--- config.mk ---
export PLATFORM = sky130hd
export DESIGN_NAME = indexed_array_list_engine_unit
export DESIGN_NICKNAME = d
export VERILOG_FILES = /design/src/rtl/ials_pkg.sv /design/src/rtl/ials_mem.sv /design/src/rtl/ials_ctrl.sv /design/src/rtl/indexed_array_list_engine_unit.sv
export SDC_FILE = /design/constraint.sdc
export NUM_CORES = 2
export LEC_CHECK = 0
export ABC_AREA = 1
export BUFFER_PORTS_ARGS = -buffer_cell sky130_fd_sc_hd__clkbuf_2
export CELL_PAD_IN_SITES_DETAIL_PLACEMENT = 1
export CELL_PAD_IN_SITES_GLOBAL_PLACEMENT = 1
export CORE_UTILIZATION = 53
export CTS_BUF_LIST = sky130_fd_sc_hd__clkbuf_8
export CTS_CLUSTER_DIAMETER = 150
export CTS_CLUSTER_SIZE = 25
export DETAILED_ROUTE_END_ITERATION = 6
export HOLD_SLACK_MARGIN = 0.05
export PLACE_DENSITY_LB_ADDON = 0.1
export SLEW_MARGIN = 40
export SYNTH_ARGS = -nofsm -noshare
export SYNTH_HDL_FRONTEND = slang
export SYNTH_SLANG_ARGS = --single-unit
--- constraint.sdc ---
create_clock -name clock -period 5.18 [get_ports clock]
set_input_delay 0 -clock clock [delete_from_list [all_inputs] [get_ports clock]]
set_output_delay 0 -clock clock [all_outputs]
set_load 0.005 [all_outputs]
--- src/rtl/ials_pkg.sv ---
`default_nettype none

package ials_pkg;

   // list capacity used when the top level is not overridden
   localparam int DEPTH_DEFAULT = 64;

   localparam int WORD_W      = 32;
   localparam int POS_W       = 7;
   localparam int COUNT_W     = 7;
   localparam int OP_W        = 3;
   localparam int STATUS_W    = 2;
   localparam int REQ_TDATA_W = 40;
   localparam int RSP_TDATA_W = 48;

   typedef enum logic [OP_W-1:0] {
      OP_APPEND     = 3'd0,
      OP_REMOVE     = 3'd1,
      OP_INSERT     = 3'd2,
      OP_ERASE      = 3'd3,
      OP_READ_AT    = 3'd4,
      OP_CLEAR      = 3'd5,
      OP_READ_FIRST = 3'd6,
      OP_READ_LAST  = 3'd7
   } op_type;

   typedef enum logic [STATUS_W-1:0] {
      ST_OK    = 2'd0,
      ST_RANGE = 2'd1,
      ST_FULL  = 2'd2
   } status_type;

   typedef enum logic [2:0] {
      S_IDLE,
      S_READ,
      S_SHIFT,
      S_DRAIN,
      S_PLACE,
      S_DONE
   } state_type;

   typedef struct packed {
      logic signed [WORD_W-1:0] read_value;
      status_type               status;
      logic [COUNT_W-1:0]       count;
      logic                     is_empty;
   } result_type;

endpackage

`default_nettype wire

--- src/rtl/ials_mem.sv ---
`default_nettype none

module ials_mem #(
   parameter int  DEPTH = ials_pkg::DEPTH_DEFAULT,
   localparam int AW    = $clog2(DEPTH)
) (
   input  wire logic                          clock,
   input  wire logic                          we,
   input  wire logic [AW-1:0]                 waddr,
   input  wire logic [ials_pkg::WORD_W-1:0]   wdata,
   input  wire logic                          re,
   input  wire logic [AW-1:0]                 raddr,
   output logic      [ials_pkg::WORD_W-1:0]   rdata
);

   logic [ials_pkg::WORD_W-1:0] store_ff [DEPTH];
   logic [ials_pkg::WORD_W-1:0] rdata_ff;

   // single write port, single registered read port
   always_ff @(posedge clock) begin
      if (we) begin
         store_ff[waddr] <= wdata;
      end
      if (re) begin
         rdata_ff <= store_ff[raddr];
      end
   end

   assign rdata = rdata_ff;

endmodule

`default_nettype wire

--- src/rtl/ials_ctrl.sv ---
`default_nettype none

module ials_ctrl #(
   parameter int  DEPTH = ials_pkg::DEPTH_DEFAULT,
   localparam int AW    = $clog2(DEPTH),
   localparam int CW    = $clog2(DEPTH + 1),
   localparam int PW    = (CW > ials_pkg::POS_W) ? CW : ials_pkg::POS_W
) (
   input  wire logic                                 clock,
   input  wire logic                                 reset,
   input  wire logic                                 req_valid,
   input  wire ials_pkg::op_type                     req_op,
   input  wire logic [ials_pkg::POS_W-1:0]           req_position,
   input  wire logic signed [ials_pkg::WORD_W-1:0]   req_value,
   output logic                                      req_ready,
   input  wire logic                                 res_take,
   output logic                                      res_valid,
   output ials_pkg::result_type                      res,
   output logic                                      mem_we,
   output logic [AW-1:0]                             mem_waddr,
   output logic [ials_pkg::WORD_W-1:0]               mem_wdata,
   output logic                                      mem_re,
   output logic [AW-1:0]                             mem_raddr,
   input  wire logic [ials_pkg::WORD_W-1:0]          mem_rdata
);

   ials_pkg::state_type   state_ff, state_in;
   logic [CW-1:0]         count_ff, count_in;
   ials_pkg::result_type  res_ff, res_in;
   logic [AW-1:0]         ptr_ff, ptr_in;
   logic [AW-1:0]         end_ff, end_in;
   logic [AW-1:0]         wr_addr_ff, wr_addr_in;
   logic                  up_ff, up_in;
   logic                  pend_ff, pend_in;
   logic signed [ials_pkg::WORD_W-1:0] val_ff, val_in;

   logic                  accept;
   logic [PW-1:0]         pos_x;
   logic [PW-1:0]         cnt_x;
   logic [AW-1:0]         pos_a;
   logic [CW-1:0]         cnt_m1;
   logic                  full;
   logic                  empty;

   // request decode
   ials_pkg::status_type  dec_status;
   logic [CW-1:0]         dec_count;
   ials_pkg::state_type   dec_next;
   logic                  dec_we;
   logic [AW-1:0]         dec_waddr;
   logic                  dec_re;
   logic [AW-1:0]         dec_raddr;
   logic [AW-1:0]         dec_ptr;
   logic [AW-1:0]         dec_end;
   logic                  dec_up;

   assign accept = req_valid && req_ready;
   assign pos_x  = PW'(req_position);
   assign cnt_x  = PW'(count_ff);
   assign pos_a  = pos_x[AW-1:0];
   assign cnt_m1 = count_ff - CW'(1);
   assign full   = (count_ff == CW'(DEPTH));
   assign empty  = (count_ff == '0);

   always_comb begin
      dec_status = ials_pkg::ST_OK;
      dec_count  = count_ff;
      dec_next   = ials_pkg::S_DONE;
      dec_we     = 1'b0;
      dec_waddr  = count_ff[AW-1:0];
      dec_re     = 1'b0;
      dec_raddr  = pos_a;
      dec_ptr    = cnt_m1[AW-1:0];
      dec_end    = pos_a;
      dec_up     = 1'b1;
      case (req_op)
         ials_pkg::OP_APPEND: begin
            if (full) begin
               dec_status = ials_pkg::ST_FULL;
            end else begin
               dec_we    = 1'b1;
               dec_count = count_ff + CW'(1);
            end
         end
         ials_pkg::OP_REMOVE: begin
            if (empty) begin
               dec_status = ials_pkg::ST_RANGE;
            end else begin
               dec_count = cnt_m1;
            end
         end
         ials_pkg::OP_INSERT: begin
            if (pos_x > cnt_x) begin
               dec_status = ials_pkg::ST_RANGE;
            end else if (full) begin
               dec_status = ials_pkg::ST_FULL;
            end else begin
               dec_count = count_ff + CW'(1);
               if (pos_x == cnt_x) begin
                  // insert at the end is a plain write
                  dec_we    = 1'b1;
                  dec_waddr = pos_a;
               end else begin
                  // move entries up, from the last one down to the position
                  dec_next = ials_pkg::S_SHIFT;
               end
            end
         end
         ials_pkg::OP_ERASE: begin
            if (pos_x >= cnt_x) begin
               dec_status = ials_pkg::ST_RANGE;
            end else begin
               dec_count = cnt_m1;
               if (pos_x != PW'(cnt_m1)) begin
                  // move entries down, from position+1 up to the last one
                  dec_next = ials_pkg::S_SHIFT;
                  dec_ptr  = pos_a + AW'(1);
                  dec_end  = cnt_m1[AW-1:0];
                  dec_up   = 1'b0;
               end
            end
         end
         ials_pkg::OP_READ_AT: begin
            if (pos_x >= cnt_x) begin
               dec_status = ials_pkg::ST_RANGE;
            end else begin
               dec_re   = 1'b1;
               dec_next = ials_pkg::S_READ;
            end
         end
         ials_pkg::OP_CLEAR: begin
            dec_count = '0;
         end
         ials_pkg::OP_READ_FIRST: begin
            if (empty) begin
               dec_status = ials_pkg::ST_RANGE;
            end else begin
               dec_re    = 1'b1;
               dec_raddr = '0;
               dec_next  = ials_pkg::S_READ;
            end
         end
         ials_pkg::OP_READ_LAST: begin
            if (empty) begin
               dec_status = ials_pkg::ST_RANGE;
            end else begin
               dec_re    = 1'b1;
               dec_raddr = cnt_m1[AW-1:0];
               dec_next  = ials_pkg::S_READ;
            end
         end
         default: begin
            dec_status = ials_pkg::ST_RANGE;
         end
      endcase
   end

   // next state
   always_comb begin
      state_in = state_ff;
      case (state_ff)
         ials_pkg::S_IDLE: begin
            if (accept) begin
               state_in = dec_next;
            end
         end
         ials_pkg::S_READ: begin
            state_in = ials_pkg::S_DONE;
         end
         ials_pkg::S_SHIFT: begin
            if (ptr_ff == end_ff) begin
               state_in = ials_pkg::S_DRAIN;
            end
         end
         ials_pkg::S_DRAIN: begin
            state_in = up_ff ? ials_pkg::S_PLACE : ials_pkg::S_DONE;
         end
         ials_pkg::S_PLACE: begin
            state_in = ials_pkg::S_DONE;
         end
         ials_pkg::S_DONE: begin
            if (res_take) begin
               state_in = accept ? dec_next : ials_pkg::S_IDLE;
            end
         end
         default: begin
            state_in = ials_pkg::S_IDLE;
         end
      endcase
   end

   // outputs and memory port
   always_comb begin
      req_ready = 1'b0;
      res_valid = 1'b0;
      mem_we    = 1'b0;
      mem_waddr = dec_waddr;
      mem_wdata = req_value;
      mem_re    = 1'b0;
      mem_raddr = dec_raddr;
      case (state_ff)
         ials_pkg::S_IDLE: begin
            req_ready = 1'b1;
            mem_we    = accept && dec_we;
            mem_re    = accept && dec_re;
         end
         ials_pkg::S_READ: begin
         end
         ials_pkg::S_SHIFT: begin
            // read one entry ahead, write the one read in the last cycle
            mem_re    = 1'b1;
            mem_raddr = ptr_ff;
            mem_we    = pend_ff;
            mem_waddr = wr_addr_ff;
            mem_wdata = mem_rdata;
         end
         ials_pkg::S_DRAIN: begin
            mem_we    = 1'b1;
            mem_waddr = wr_addr_ff;
            mem_wdata = mem_rdata;
         end
         ials_pkg::S_PLACE: begin
            mem_we    = 1'b1;
            mem_waddr = end_ff;
            mem_wdata = val_ff;
         end
         ials_pkg::S_DONE: begin
            res_valid = 1'b1;
            req_ready = res_take;
            mem_we    = accept && dec_we;
            mem_re    = accept && dec_re;
         end
         default: begin
         end
      endcase
   end

   // register next values
   always_comb begin
      count_in   = count_ff;
      res_in     = res_ff;
      ptr_in     = ptr_ff;
      end_in     = end_ff;
      wr_addr_in = wr_addr_ff;
      up_in      = up_ff;
      pend_in    = pend_ff;
      val_in     = val_ff;
      if (accept) begin
         count_in          = dec_count;
         res_in.read_value = '0;
         res_in.status     = dec_status;
         res_in.count      = ials_pkg::COUNT_W'(dec_count);
         res_in.is_empty   = (dec_count == '0);
         ptr_in            = dec_ptr;
         end_in            = dec_end;
         up_in             = dec_up;
         val_in            = req_value;
         pend_in           = 1'b0;
      end else begin
         case (state_ff)
            ials_pkg::S_READ: begin
               res_in.read_value = mem_rdata;
            end
            ials_pkg::S_SHIFT: begin
               pend_in    = 1'b1;
               wr_addr_in = up_ff ? ptr_ff + AW'(1) : ptr_ff - AW'(1);
               ptr_in     = up_ff ? ptr_ff - AW'(1) : ptr_ff + AW'(1);
            end
            default: begin
            end
         endcase
      end
   end

   always_ff @(posedge clock) begin
      if (reset) begin
         state_ff <= ials_pkg::S_IDLE;
         count_ff <= '0;
         pend_ff  <= 1'b0;
      end else begin
         state_ff <= state_in;
         count_ff <= count_in;
         pend_ff  <= pend_in;
      end
   end

   always_ff @(posedge clock) begin
      res_ff     <= res_in;
      ptr_ff     <= ptr_in;
      end_ff     <= end_in;
      wr_addr_ff <= wr_addr_in;
      up_ff      <= up_in;
      val_ff     <= val_in;
   end

   assign res = res_ff;

   a_count_bound: assert property (@(posedge clock) disable iff (reset)
      count_ff <= CW'(DEPTH))
      else $error("entry count above capacity");

   a_idle_no_write: assert property (@(posedge clock) disable iff (reset)
      (state_ff == ials_pkg::S_IDLE && !accept) |-> !mem_we)
      else $error("memory write while idle");

   a_shift_dir: assert property (@(posedge clock) disable iff (reset)
      (state_ff == ials_pkg::S_SHIFT) |-> (up_ff ? (ptr_ff >= end_ff) : (ptr_ff <= end_ff)))
      else $error("shift pointer passed its end");

   a_read_done: assert property (@(posedge clock) disable iff (reset)
      (state_ff == ials_pkg::S_READ) |=> (state_ff == ials_pkg::S_DONE))
      else $error("read did not complete in one cycle");

endmodule

`default_nettype wire

--- src/rtl/indexed_array_list_engine_unit.sv ---
`default_nettype none

// ordered list of signed 32-bit words in a DEPTH-entry single-port-write memory.
// each request (kind in req_tuser) returns one response with the read value, a
// status (ok, out of range or empty, full), the new count and an empty flag; a
// failing request changes nothing, clear leaves the stored words in place.
// requests are handled one at a time. append, remove last, clear, insert at
// the end, erase of the last entry and any request that fails go straight to
// the response; read at, read first and read last first wait for the registered
// memory read. any other insert or erase moves the entries after the position
// through the memory's one read and one write port, one entry per cycle, the
// read running one entry ahead of the write; an insert then writes its word.
// the next request is taken once the response moves to the output register.
// the response sits in an output register, so a new request is taken while
// an earlier response waits for rsp_tready. no clearing pass after reset.
module indexed_array_list_engine_unit #(
   parameter int DEPTH = ials_pkg::DEPTH_DEFAULT
) (
   input  wire logic                                 clock,
   input  wire logic                                 reset,
   // request channel
   input  wire logic                                 req_tvalid,
   output logic                                      req_tready,
   // [6:0] position, [38:7] value, [39] zero
   input  wire logic [ials_pkg::REQ_TDATA_W-1:0]     req_tdata,
   // [2:0] req_type
   input  wire logic [ials_pkg::OP_W-1:0]            req_tuser,
   // response channel
   output logic                                      rsp_tvalid,
   input  wire logic                                 rsp_tready,
   // [31:0] read_value, [33:32] status, [40:34] count, [41] is_empty, [47:42] zero
   output logic [ials_pkg::RSP_TDATA_W-1:0]          rsp_tdata
);

   localparam int AW = $clog2(DEPTH);

   // request fields
   logic [ials_pkg::POS_W-1:0]         req_position;
   logic signed [ials_pkg::WORD_W-1:0] req_value;
   ials_pkg::op_type                   req_op;

   // controller to output register
   logic                  res_valid;
   logic                  res_take;
   ials_pkg::result_type  res;

   // memory port
   logic                          mem_we;
   logic [AW-1:0]                 mem_waddr;
   logic [ials_pkg::WORD_W-1:0]   mem_wdata;
   logic                          mem_re;
   logic [AW-1:0]                 mem_raddr;
   logic [ials_pkg::WORD_W-1:0]   mem_rdata;

   // output register
   logic                  rsp_valid_ff, rsp_valid_in;
   ials_pkg::result_type  rsp_data_ff, rsp_data_in;

   assign req_position = req_tdata[ials_pkg::POS_W-1:0];
   assign req_value    = signed'(req_tdata[ials_pkg::POS_W+ials_pkg::WORD_W-1:ials_pkg::POS_W]);
   assign req_op       = ials_pkg::op_type'(req_tuser);

   ials_ctrl #(
      .DEPTH (DEPTH)
   ) u_ctrl (
      .clock        (clock),
      .reset        (reset),
      .req_valid    (req_tvalid),
      .req_op       (req_op),
      .req_position (req_position),
      .req_value    (req_value),
      .req_ready    (req_tready),
      .res_take     (res_take),
      .res_valid    (res_valid),
      .res          (res),
      .mem_we       (mem_we),
      .mem_waddr    (mem_waddr),
      .mem_wdata    (mem_wdata),
      .mem_re       (mem_re),
      .mem_raddr    (mem_raddr),
      .mem_rdata    (mem_rdata)
   );

   ials_mem #(
      .DEPTH (DEPTH)
   ) u_mem (
      .clock (clock),
      .we    (mem_we),
      .waddr (mem_waddr),
      .wdata (mem_wdata),
      .re    (mem_re),
      .raddr (mem_raddr),
      .rdata (mem_rdata)
   );

   // the finished response moves on when the output register is empty or draining
   assign res_take = res_valid && (!rsp_valid_ff || rsp_tready);

   always_comb begin
      rsp_valid_in = rsp_valid_ff;
      rsp_data_in  = rsp_data_ff;
      if (res_take) begin
         rsp_valid_in = 1'b1;
         rsp_data_in  = res;
      end else if (rsp_tready) begin
         rsp_valid_in = 1'b0;
      end
   end

   always_ff @(posedge clock) begin
      if (reset) begin
         rsp_valid_ff <= 1'b0;
      end else begin
         rsp_valid_ff <= rsp_valid_in;
      end
   end

   always_ff @(posedge clock) begin
      rsp_data_ff <= rsp_data_in;
   end

   assign rsp_tvalid = rsp_valid_ff;
   assign rsp_tdata  = {6'b0,
                        rsp_data_ff.is_empty,
                        rsp_data_ff.count,
                        rsp_data_ff.status,
                        rsp_data_ff.read_value};

endmodule

`default_nettype wire

==> results.md <==
* Util after Layout at 0.572
* Crit Path Category: flop to flop
* Worst Path Buf+Inv at 3
* Critical Path, Cell by Cell: clkinv_1 > ha_1 > nand2_2 > nor2_4 > nand2_4 > nand3_1 > nand3_4 > buf_12 > buf_12 > nand3b_1 > nand3_1 > nand3_1 > nand3_1 > nand3_1 > nand3_1 > nand2_1
* Die area at roughly 0.19 sq mm
* DR WL/cell at 26.9 um
* CP Data Arrival Time at between 5 and 6 ns
* Total CTS buffers at 99
* Worst Setup End Kind: flop
* Int Power at about 27000 uW
* Max FO, Critical Path at between 100 and 150
* Status: finished, final reports clean
* Nature of the critical path startpoint: flop
* RSZ-0062 raised after global routing: false
* Dpl cell area at 0.102 sq mm
* Async set-reset flop share out of synthesis at 0
* Die Wd at between 400 and 500 um
* Max Cap Viol at 0
* Starting density of the core at 0.534
* Net Switching at approximately 15000 uW
* Worst path required time at 5.90 ns
* Register bit count reported by yosys at 2227
* RePlAce Congestion at 0.860
* Syn_area_per_cell at 11.2 sq um
* Port Buf Inserts at 89
* Pin count of the biggest net entering global routing at 160
* Final Cell Area at 0.105 sq mm
* Clock network fraction of design power at 0.166
* Final setup TNS at 0 ns
* Slowest stage cell, crit path: dfxtp_1
* Yosys Warn Count at 0
* HPWL reported at the end of detailed placement at ~170000 um
* Clk Latency, worst-skew pair at 0.95 ns
* Post-Place Worst Slack at 0.828 ns
* Row count at 157
* Vias per cell at 6.08
* Max Freq at 0.226 GHz
* Clock-pin slew on the worst setup and hold paths at 0.17 ns
* Crit-path leading delay family: simple AND/OR/NAND/NOR gates
* PwrDens at 409 mW/mm^2
* CTS tree: yes
* Post-route ant nets at 0
* Tcrit/Tclk final at 0.856
* Iteration-0 DRC count of the detailed router at 7194
* Peak supply drop at 0.397 mV
* Clk buf depth at 3
* # resized after CTS at 0
* Clock sinks at 2227
* Hold Crit Class: primary input to flop
* DRC viols at 0
* Final min period at 4.43 ns
* Final hold viol count at 0
* Top-Level Pins at 97
* Fraction of layout cells with a size suffix above 1 at 0.0655
* Vias at 67900
* LEAKAGE at 0.0397 uW
* Core Footprint at ~0.18 sq mm
* Rel. slew slack at 0.362
* Number of enable flip-flop cells after synthesis at 2183
* DRT Pass-1 Iters at 5
* Most common cell after layout, fill and taps aside: edfxtp_1
* Final #Nets at between 8000 and 9000
* Dominant synthesized flop cell: edfxtp_1
* Die height at 431 um
* CP max stage delay at 0.51 ns
* First-pass GRT wire length at approximately 440000 um
* Commonest non-fill, non-tap cells in the layout: edfxtp_1 (2183), nand3_1 (2059), nand2_1 (1651), inv_1 (1050), nand3b_1 (752)
* Post-route setup slack at 0.747 ns
* Logic pwr share at 0.297
* Mapped Area at 0.0977 sq mm
* Antenna violations before repair at 6
* Final worst clock skew at 0.0382 ns
* Vias in the first global route at 70000
* Most frequent CP cell: nand3_1
* GRT Util Overall at 0.319
* Sequential Power Share at 0.537
* Synth-to-Final Area Change at 7.16%
* Worst Tran Pin Value at 0.951 ns
* Sequential-to-total area share from yosys stat at 0.680
* CTS root buf: clkbuf_8
* Switching Fraction at 0.359
* Setup violators final at 0
* Fin. max-slew vios at 0
* Cells after synthesis at 8709
* Cell variety after synth at 45
* Gr ovfl total at 0
* Clock H-tree levels at 3
* Routed wire length at roughly 300000 um
==> power groups by stage <==
stage	Combinational, uW	Sequential, uW	Clock (uW)
floorplan	7170	23400	0
global placement	11900	23300	0
detailed placement	12400	23400	0
CTS	12500	22900	7210
global route	13600	23000	7650
finish	12700	23000	7110
==> flip-flops by register name, summed over array words and instances, names as in the netlist <==
register           flops
rsp_tdata             42
rsp_tvalid             1
u_ctrl.cnt_x           7
u_ctrl.end_ff          6
u_ctrl.pend_ff         1
u_ctrl.ptr_ff          6
u_ctrl.res            42
u_ctrl.state_ff        3
u_ctrl.up_ff           1
u_ctrl.val_ff         32
u_ctrl.wr_addr_ff      6
u_mem.rdata           32
u_mem.store_ff      2048
==> what timing repair did <==
item	CTS	global route
endpoints found under the hold margin	2167	0
buffers inserted	0	0
hold buffers	92	0
==> final cells by class <==
| class | count | area [sq um] |
|---|---|---|
| fillers | 19000 | 78400 |
| flip-flops and latches | 2227 | 66400 |
| multi-input cells | 4846 | 25000 |
| repair buffers | 447 | 4670 |
| inverters | 1051 | 3960 |
| well taps | 2464 | 3080 |
| clock buffers | 102 | 1400 |
| clock inverters | 20 | 101 |
| diodes | 9 | 22.5 |
==> per-stage QoR <==
stage	power, uW	hold WS, ns	std cells
6_report	42800	0.218	11200
5_1_grt	44300	0.212	11200
4_1_cts	42700	0.0846	11200
3_5_place_dp	35800	0.199	10900
3_3_place_gp	35200	0.198	10900
2_1_floorplan	30600	0.0691	8714
==> cell usage after synthesis, types with 2 or more instances <==
cell type | number | area share
a211oi_1 | 3 | 0.00023
a21oi_1 | 28 | 0.0014
a22o_1 | 2 | 0.00018
a31oi_2 | 2 | 0.00026
and3_1 | 2 | 0.00013
buf_1 | 38 | 0.0015
buf_2 | 314 | 0.016
buf_4 | 28 | 0.0022
buf_6 | 28 | 0.0032
clkbuf_1 | 182 | 0.0070
clkinv_1 | 2 | 0.000077
dfxtp_1 | 44 | 0.0090
edfxtp_1 | 2183 | 0.67
ha_1 | 12 | 0.0015
inv_1 | 1036 | 0.040
inv_2 | 13 | 0.00050
nand2_1 | 1655 | 0.064
nand2_2 | 2 | 0.00013
nand2_4 | 2 | 0.00023
nand3_1 | 2060 | 0.11
nand3_2 | 2 | 0.00020
nand3b_1 | 752 | 0.058
nand4_1 | 8 | 0.00051
nor2_1 | 99 | 0.0038
nor2_2 | 4 | 0.00026
nor2_4 | 3 | 0.00035
nor3_1 | 8 | 0.00041
o211ai_1 | 72 | 0.0055
o21a_1 | 2 | 0.00015
o21ai_0 | 82 | 0.0042
o21ai_1 | 2 | 0.00010
o22ai_1 | 6 | 0.00038
xnor2_1 | 3 | 0.00027
xor2_1 | 19 | 0.0017
==> worst reg2reg max path, stage by stage (launching register included) <==
cell	delay, ns
dfxtp_1	0.51
clkinv_1	0.36
ha_1	0.37
nand2_2	0.10
nor2_4	0.05
nand2_4	0.15
nand3_1	0.20
nand3_4	0.23
buf_12	0.35
buf_12	0.57
nand3b_1	0.23
nand3_1	0.12
nand3_1	0.07
nand3_1	0.12
nand3_1	0.29
nand3_1	0.42
nand2_1	0.09
==> final timing paths <==
path	startpoint	end	slack, ns	cells after the start
worst max-delay path	u_ctrl.cnt_x[0]	u_mem.rdata[3]	0.75	16
worst min-delay path	req_tdata[0]	u_ctrl.ptr_ff[1]	0.22	5
worst max register to register	u_ctrl.cnt_x[0]	u_mem.rdata[3]	0.75	16
worst min register to register	u_ctrl.res[5]	rsp_tdata[38]	0.44	0
==> logic make-up (layout without fill, tap and decap cells) <==
group / count (synthesis) / after routing / share of synthesized area
and+or+nand+nor: 4599 / 4599 / 0.233
buffers and inverters: 1641 / 1620 / 0.0703
xor gates and xnor gates: 22 / 22 / 0.00197
adders and majority gates: 12 / 12 / 0.00154
other: 1 / 15 / 0.0000384
DFF: 2227 / 2227 / 0.680
AOI/OAI and AO/OA: 207 / 207 / 0.0132
==> metal layers <==
layer	part of all wire	GRT usage	vias up
met5	0.000023	0	-
met4	0.028	0.0910	2
met3	0.068	0.0384	472
met2	0.49	0.538	2580
met1	0.41	0.435	35000
li1	-	-	29800
(Power assumes the default switching activity.)
